$ cat src/rtl/arc_pkg.sv
`default_nettype none

package arc_pkg;

   localparam int MAX_RESULTS = 4;
   localparam logic [7:0] HYPHEN_CHAR = 8'h2D;

   typedef struct packed {
      logic [7:0] out_char;
      logic       out_run_last;
      logic       out_string_end;
   } rsp_entry_type;

   // results caused by one input item, entry 0 leaves first
   typedef struct packed {
      rsp_entry_type [MAX_RESULTS-1:0] entry;
      logic [2:0]                      count;
   } burst_type;

   function automatic logic is_alnum(input logic [7:0] c);
      return (c >= 8'h30 && c <= 8'h39) ||
             (c >= 8'h41 && c <= 8'h5A) ||
             (c >= 8'h61 && c <= 8'h7A);
   endfunction

endpackage

`default_nettype wire

$ cat src/rtl/arc_run_tracker.sv
`default_nettype none

module arc_run_tracker (
   input  logic              clock,
   input  logic              reset,
   input  logic              accept,
   input  logic [7:0]        in_char,
   input  logic              in_last,
   output arc_pkg::burst_type burst
);
   import arc_pkg::*;

   logic [7:0] run_first_ff, run_first_in;
   logic [7:0] run_latest_ff, run_latest_in;
   logic [1:0] run_length_ff, run_length_in;

   logic       alnum;
   logic       extend;
   logic [1:0] ext_length;
   logic [7:0] fl_first;
   logic [7:0] fl_latest;
   logic [1:0] fl_length;
   logic       x_en;
   logic [2:0] fl_count;
   logic [1:0] tail;

   always_comb begin
      alnum      = is_alnum(in_char);
      extend     = alnum && (run_length_ff != 2'd0) &&
                   ({1'b0, in_char} == ({1'b0, run_latest_ff} + 9'd1));
      ext_length = (run_length_ff == 2'd3) ? 2'd3 : run_length_ff + 2'd1;

      run_first_in  = run_first_ff;
      run_latest_in = run_latest_ff;
      run_length_in = run_length_ff;
      fl_first      = run_first_ff;
      fl_latest     = run_latest_ff;
      fl_length     = run_length_ff;
      x_en          = 1'b0;

      if (extend) begin
         // grow the run; flush it only at end of string
         run_latest_in = in_char;
         run_length_in = ext_length;
         fl_latest     = in_char;
         fl_length     = in_last ? ext_length : 2'd0;
      end else if (alnum) begin
         run_first_in  = in_char;
         run_latest_in = in_char;
         run_length_in = 2'd1;
         x_en          = in_last;
      end else begin
         run_length_in = 2'd0;
         x_en          = 1'b1;
      end

      if (in_last) begin
         run_first_in  = 8'd0;
         run_latest_in = 8'd0;
         run_length_in = 2'd0;
      end

      burst = '0;
      case (fl_length)
         2'd1: begin
            burst.entry[0].out_char = fl_first;
         end
         2'd2: begin
            burst.entry[0].out_char = fl_first;
            burst.entry[1].out_char = fl_latest;
         end
         2'd3: begin
            burst.entry[0].out_char = fl_first;
            burst.entry[1].out_char = HYPHEN_CHAR;
            burst.entry[2].out_char = fl_latest;
         end
         default: begin
         end
      endcase

      fl_count = {1'b0, fl_length};
      if (x_en) begin
         burst.entry[fl_count[1:0]].out_char = in_char;
      end
      burst.count = fl_count + {2'b00, x_en};
      tail        = 2'(burst.count - 3'd1);
      if (burst.count != 3'd0) begin
         burst.entry[tail].out_run_last   = 1'b1;
         burst.entry[tail].out_string_end = in_last;
      end
   end

   always_ff @(posedge clock) begin
      if (reset) begin
         run_first_ff  <= 8'd0;
         run_latest_ff <= 8'd0;
         run_length_ff <= 2'd0;
      end else if (accept) begin
         run_first_ff  <= run_first_in;
         run_latest_ff <= run_latest_in;
         run_length_ff <= run_length_in;
      end
   end

endmodule

`default_nettype wire

$ cat src/rtl/arc_result_queue.sv
`default_nettype none

module arc_result_queue #(
   parameter int DEPTH = 8
) (
   input  logic                   clock,
   input  logic                   reset,
   input  logic                   push,
   input  arc_pkg::burst_type     burst,
   output logic                   room,
   input  logic                   pop,
   output logic                   head_valid,
   output arc_pkg::rsp_entry_type head
);
   import arc_pkg::*;

   localparam int CW = $clog2(DEPTH + 1);

   rsp_entry_type [DEPTH-1:0] slot_ff, slot_in;
   logic [CW-1:0]             count_ff, count_in;
   logic [CW-1:0]             base;

   assign base       = count_ff - CW'(pop);
   assign room       = count_ff <= CW'(DEPTH - MAX_RESULTS);
   assign head_valid = count_ff != '0;
   assign head       = slot_ff[0];
   assign count_in   = base + (push ? CW'(burst.count) : CW'(0));

   // shift toward the head on pop, append the burst behind what remains
   for (genvar j = 0; j < DEPTH; j++) begin : g_slot
      localparam int NXT = (j + 1 < DEPTH) ? j + 1 : j;
      logic [CW-1:0] pos;
      logic [CW-1:0] off;
      assign pos = CW'(j);
      assign off = pos - base;
      always_comb begin
         slot_in[j] = slot_ff[j];
         if (pos < base) begin
            slot_in[j] = pop ? slot_ff[NXT] : slot_ff[j];
         end else if (push && off < CW'(burst.count)) begin
            slot_in[j] = burst.entry[off[1:0]];
         end
      end
   end

   always_ff @(posedge clock) begin
      slot_ff <= slot_in;
   end

   always_ff @(posedge clock) begin
      if (reset) begin
         count_ff <= '0;
      end else begin
         count_ff <= count_in;
      end
   end

endmodule

`default_nettype wire

$ cat src/rtl/alnum_run_contractor_unit.sv
// A result reaches rsp_ through the registered queue in the cycle after its
// input transfer at the earliest; characters queued ahead of it leave first.
// One input transfer per cycle while the queue holds at most QUEUE_DEPTH-4
// characters; results leave one per cycle while rsp_ready is high, so flush
// bursts of up to four characters stall the input side briefly. Reset
// (synchronous, active high) closes any open run and empties the queue.
`default_nettype none

module alnum_run_contractor_unit #(
   parameter int QUEUE_DEPTH = 8
) (
   input  logic       clock,
   input  logic       reset,
   input  logic       req_valid,
   output logic       req_ready,
   input  logic [7:0] req_in_char,
   input  logic       req_in_last,
   output logic       rsp_valid,
   input  logic       rsp_ready,
   output logic [7:0] rsp_out_char,
   output logic       rsp_out_run_last,
   output logic       rsp_out_string_end
);
   import arc_pkg::*;

   logic          req_fire;
   logic          rsp_fire;
   logic          room;
   burst_type     burst;
   rsp_entry_type head;

   // accept only when the queue can absorb a worst-case burst; room comes
   // from the registered fill count alone, so the two sides stay decoupled
   assign req_ready = room;
   assign req_fire  = req_valid && req_ready;
   assign rsp_fire  = rsp_valid && rsp_ready;

   // run state plus the burst of characters this transfer releases
   arc_run_tracker u_tracker (
      .clock   (clock),
      .reset   (reset),
      .accept  (req_fire),
      .in_char (req_in_char),
      .in_last (req_in_last),
      .burst   (burst)
   );

   // hold results until the consumer takes them, head entry drives rsp_
   arc_result_queue #(
      .DEPTH (QUEUE_DEPTH)
   ) u_queue (
      .clock      (clock),
      .reset      (reset),
      .push       (req_fire),
      .burst      (burst),
      .room       (room),
      .pop        (rsp_fire),
      .head_valid (rsp_valid),
      .head       (head)
   );

   assign rsp_out_char       = head.out_char;
   assign rsp_out_run_last   = head.out_run_last;
   assign rsp_out_string_end = head.out_string_end;

endmodule

`default_nettype wire

$ cat config.mk
export PLATFORM = sky130hd
export DESIGN_NAME = alnum_run_contractor_unit
export DESIGN_NICKNAME = d
export VERILOG_FILES = /design/src/rtl/arc_pkg.sv /design/src/rtl/arc_run_tracker.sv /design/src/rtl/arc_result_queue.sv /design/src/rtl/alnum_run_contractor_unit.sv
export SDC_FILE = /design/constraint.sdc
export NUM_CORES = 1
export LEC_CHECK = 0
export BUFFER_PORTS_ARGS = -buffer_cell sky130_fd_sc_hd__buf_2
export CORE_UTILIZATION = 59
export DETAILED_ROUTE_END_ITERATION = 12
export PLACE_DENSITY = 0.76
export RECOVER_POWER = 25
export SYNTH_ARGS = -nofsm -noshare
export SYNTH_HDL_FRONTEND = slang
export SYNTH_HIERARCHICAL = 1
export SYNTH_SLANG_ARGS = --single-unit
$ cat constraint.sdc
create_clock -name clock -period 11.27 [get_ports clock]
set_input_delay 2.8175 -clock clock [delete_from_list [all_inputs] [get_ports clock]]
set_output_delay 2.8175 -clock clock [all_outputs]
set_load 0.005 [all_outputs]
# Word level (Yosys, flattened, before mapping)
# Index checks and enable logic that the tools add are counted.
dict set report classes {
  div_mod_pow 0
  eq_ne 13
  bitwise_logic 1
  order_cmp 35
  add_sub_neg 14
  n_shift 0
  muxes 66
  mul 0
  n_reduce_logical 42
}
# op n
set ops {}
lappend ops {{2-to-1 mux 10 bit} 30}
lappend ops {{binary-select mux 10 bit (select 2 bit)} 8}
lappend ops {{bitwise mux 40 bit} 3}
lappend ops {{2-to-1 mux 40 bit} 2}
lappend ops {{2-to-1 mux 8 bit} 8}
lappend ops {{demux 10 bit (select 2 bit)} 3}
lappend ops {{< comparator 4 x 3 -> 1 bit} 8}
lappend ops {{< comparator 2 x 3 -> 1 bit (second input constant)} 10}
lappend ops {{AND reduction 2 bit} 9}
lappend ops {{nonzero test 2 bit} 9}
lappend ops {{logical AND 1 bit} 17}
lappend ops {{>= comparator 8 x 7 -> 1 bit (second input constant)} 2}
lappend ops {{<= comparator 8 x 7 -> 1 bit (second input constant)} 2}
lappend ops {{< comparator 3 x 4 -> 1 bit (first input constant)} 4}
lappend ops {{case mux 8 bit (2 select lines)} 1}
lappend ops {{subtractor 3 x 4 -> 4 bit (first input constant)} 4}
lappend ops {{!= test 2 x 1 -> 1 bit (second input constant)} 7}
lappend ops {{2-to-1 mux 2 bit} 6}
lappend ops {{adder 8 x 1 -> 9 bit (second input constant)} 1}
lappend ops {{== test 8 x 9 -> 1 bit} 1}
lappend ops {{>= comparator 8 x 6 -> 1 bit (second input constant)} 1}
lappend ops {{<= comparator 8 x 6 -> 1 bit (second input constant)} 1}
lappend ops {{< comparator 1 x 4 -> 1 bit (first input constant)} 2}
lappend ops {{< comparator 2 x 4 -> 1 bit (first input constant)} 2}
lappend ops {{other kinds (20)} 30}
dict set report totals {
  word_cells 199
  n_memories 0
  out_inout_bits 12
  ram_bits 0
  rom_bits 0
  ff_bits 102
  input_bits 13
  latch_bits 0
}

# Logic depth before layout (Yosys ltp)
dict set report depth {
  ltp_word 20
  depth_mapped 17
  mapped_depth_nobuf 16
}

# By module
# Netlist, hierarchy kept.
# mod cells_each seq_area_each_um2 instances area_per_inst_um2
set by_module_without_submodules {}
lappend by_module_without_submodules {arc_result_queue 388 2482.4 1 5215.0}
lappend by_module_without_submodules {arc_run_tracker 202 360.3 1 1736.7}
lappend by_module_without_submodules {alnum_run_contractor_unit 2 0.0 1 12.5}

# Least setup slack after synthesis
# No wires, ideal clock.
dict set report synth_timing {
  kind {input port to flip-flop}
  from {input port req_in_char[5]}
  to {register u_queue/slot_ff[70] (netlist bit), enable pin}
  path_slack_ns 4.276
  cell_stages 16
  required_ns 10.880
  t_arrival_ns 6.604
  path_buffers 2
  setup_time_ns 0.390
  cell_sequence {buf_6 xnor2_1 or3_4 a2111oi_4 o2111ai_1 and2_1 buf_6 a41o_1 ha_1 ha_1 inv_1 ha_1 inv_1 a22o_1 nor2b_1 nor3_1}
}
# element line
set synth_rtl {}
lappend synth_rtl {{start, declared} alnum_run_contractor_unit.sv:16} ;# input logic [7:0] req_in_char,
lappend synth_rtl {{end signal, assigned} arc_result_queue.sv:47} ;# slot_ff <= slot_in;
lappend synth_rtl {{end, declared} arc_result_queue.sv:19} ;# rsp_entry_type [DEPTH-1:0] slot_ff, slot_in;

==> metrics <==
most used cell along the critical path ha_1; Tcrit/Tclk final 73.6%; Mapped Cells 592; first-pass GRT wire length 25800 microns; Setup TNS Final 0 ns; IO Pins 25; clock buffer depth 2; Core ar. 11500 sq um; cell area after layout 7220 sq um; Slew Limit Fails 0; Starting DRT DRC Count 538; Flop pwr share 30.4%; clk sinks 102; switching part of the total power 39.0%; total CTS buffers 9; Initial Util 60.7%; Worst Setup Path Type in -> reg; most common library cell in the layout ignoring fill and taps edfxtp_1; Die Wd 111 microns; portion of netlist area occupied by mux cells 22.6%; register-to-register setup slack 4.74 ns; Total Routing Usage GR 27.6%; largest net degree at the start of global routing 50; Synth Area in Simple Gates 10.5%; WP data required 11.24 ns; Psw 0.998 mW; fraction of registers with async set/reset 0%; Clk pwr share 13.3%; Synth Area in XOR/XNOR 2.53%; Main synth FF type edfxtp_1; peak supply drop 0.355 mV; Yosys warnings 6; CP bufs+invs 2; f_max 121 MHz; Max-Cap Viols 0; Post-CTS Setup Inserts 0; grt total ovfl 0; Max H-tree Level 3; Worst Path Arrival 8.27 ns; worst rel slew slack 11.5%; Comb power frac 56.3%; vias in the first global route 4624; Clock Latency Late Sink 0.36 ns; Clk pin slew, worst setup/hold paths 0.07 ns; Synth area leaders edfxtp_1 34%, mux2_2 14%, mux4_2 6.5%; Clock Skew 0.0111 ns; Mapped Avg Cell Area 11.8 sq um; dpl cell area 6930 sq um; RSZ-0062 raised after global routing no; sequential area share after synthesis 40.8%; Pleak 2.75 nW; crit-path max FO 12; root buf cell clkbuf_16; outcome finished, final reports clean; Vias 4835; Netlist Area Pre-Place 6960 sq um; Die ar. 12200 sq um; final setup vio count 0; post-synthesis adder-cell area fraction 3.41%; Via density 6.68; post-synth top area share 34.5%; layout cells sized above 1 28.7%; Worst Setup End Kind register; TritonRoute pass-1 iters 5; Hold Path Class reg -> reg; post-CTS sizing 0; die height 111 microns; WHS 0.458 ns; Yosys top cell by area edfxtp_1; gp weighted congestion 0.955; most frequent cells in the layout 80 x edfxtp_1, 79 x mux2_2, 46 x nor2_1, 34 x a21oi_1, 22 x dfxtp_1; CP Launch Type input pin; CTS Hold Bufs 0; initial antenna violation count 0; # rows 39; CTS tree yes; area delta synth->final 3.68%; Port Buf Inserts 24; worst-margin pin slew 1.32 ns; min Tclk post-route 8.29 ns; top cell family by delay on the critical path compound AO/OA/AOI/OAI gates; Antenna Violating Nets Remaining 0; largest family of logic cells by synthesized area multiplexers; average wire per standard cell 22.4 microns; crit path cell chain clkbuf_1, xnor2_1, or3_2, a2111oi_0, o2111ai_1, and2_0, a41o_1, ha_1, ha_1, inv_1, ha_1, a21o_1, a211o_1, mux2i_1; #FFs+latches synth 102; slowest cell on the critical path mux2i_1; # diodes 0; Netlist cell types 75; Critical Path Max Stage Delay 0.87 ns; Syn Nets 624; Fin. Hold Viols 0; total wire length 16200 microns; post-layout net count 608; Post-synth EDFFs 80; Compound-Gate Fraction of Synth Area 13.8%; PD cells 354 nW/um^2; Internal Power 1.56 mW; drc violations 0; Detailed Place HPWL 11400 microns
stage by stage:
step,setup WS (ns),power (mW),util (%),std cells
global route,2.64,2.70,63.0,724
detailed placement,2.98,2.21,60.4,708
CTS,3.32,2.56,63.3,724
finish,2.98,2.56,63.0,724
floorplan,4.28,1.89,-,592
global placement,3.17,2.16,60.4,708
kinds of logic (layout without fill, tap and decap cells):
kind of cell,after synthesis,count (layout)
simple gates,134,134
compound gates,126,126
mux,120,120
flops,102,102
buf+inv,73,62
fa+ha+maj,19,19
xor+xnor,18,18
synthesized netlist by cell type, types with 3 or more instances:
cell type,number
a21boi_0,3
and2_1,16
and3b_1,3
a211oi_1,5
mux4_2,20
mux2i_1,12
a21o_1,3
xnor2_1,9
dfxtp_1,22
buf_2,15
clkbuf_1,13
buf_4,15
nand2b_1,15
inv_1,17
nor2_1,46
o21ai_0,12
a22oi_1,13
mux2_2,87
xor2_1,8
a22o_1,20
nor2b_1,7
a21oi_1,33
ha_1,19
nand3_1,5
buf_6,6
nor3b_1,3
nand2_1,15
edfxtp_1,80
clkbuf_8,4
nor3_1,5
power by group through the flow:
stage | logic, mW | registers (mW) | clock network [mW]
2_1_floorplan | 1.14 | 0.750 | 0
3_3_place_gp | 1.38 | 0.774 | 0
3_5_place_dp | 1.43 | 0.782 | 0
4_1_cts | 1.44 | 0.776 | 0.346
5_1_grt | 1.55 | 0.792 | 0.358
6_report | 1.44 | 0.776 | 0.340
per-layer routing:
layer	part of all wire (%)	track usage, %
met1	43	38.2
met2	48	43.1
met3	6.7	4.01
met4	3.2	12.7
met5	0	0
state kept, by name (all words and copies together) (netlist names):
register	flops
u_queue/head	10
u_tracker/fl_first	8
u_tracker/run_length_ff	2
u_queue/slot_ff	70
u_queue/count_ff	4
u_tracker/run_latest_ff	8
final timing paths:
check	depth (start not counted)	startpoint	endpoint
setup / recovery	14	req_in_char[5]	u_queue/slot_ff[12]
hold / removal	2	u_tracker/fl_first[7]	u_tracker/fl_first[7]
setup reg to reg	12	u_queue/count_ff[2]	u_queue/slot_ff[25]
hold reg to reg	2	u_tracker/fl_first[7]	u_tracker/fl_first[7]
tightest hold or removal path, stage by stage, from the launching register on:
cell and delay, ns:
dfxtp_1 0.31, nand2b_1 0.07, a21oi_1 0.04
layout make-up:
type                       instances  area [sq um]
inverter                          19          71.3
clock buffer                       9           225
sequential                       102          2840
multi-input combinational        417          3660
timing repair buffer              27           138
clock inverter                     7           103
fill                             872          4250
tap                              143           179
Note: power is estimated with default switching activity, not from simulation.
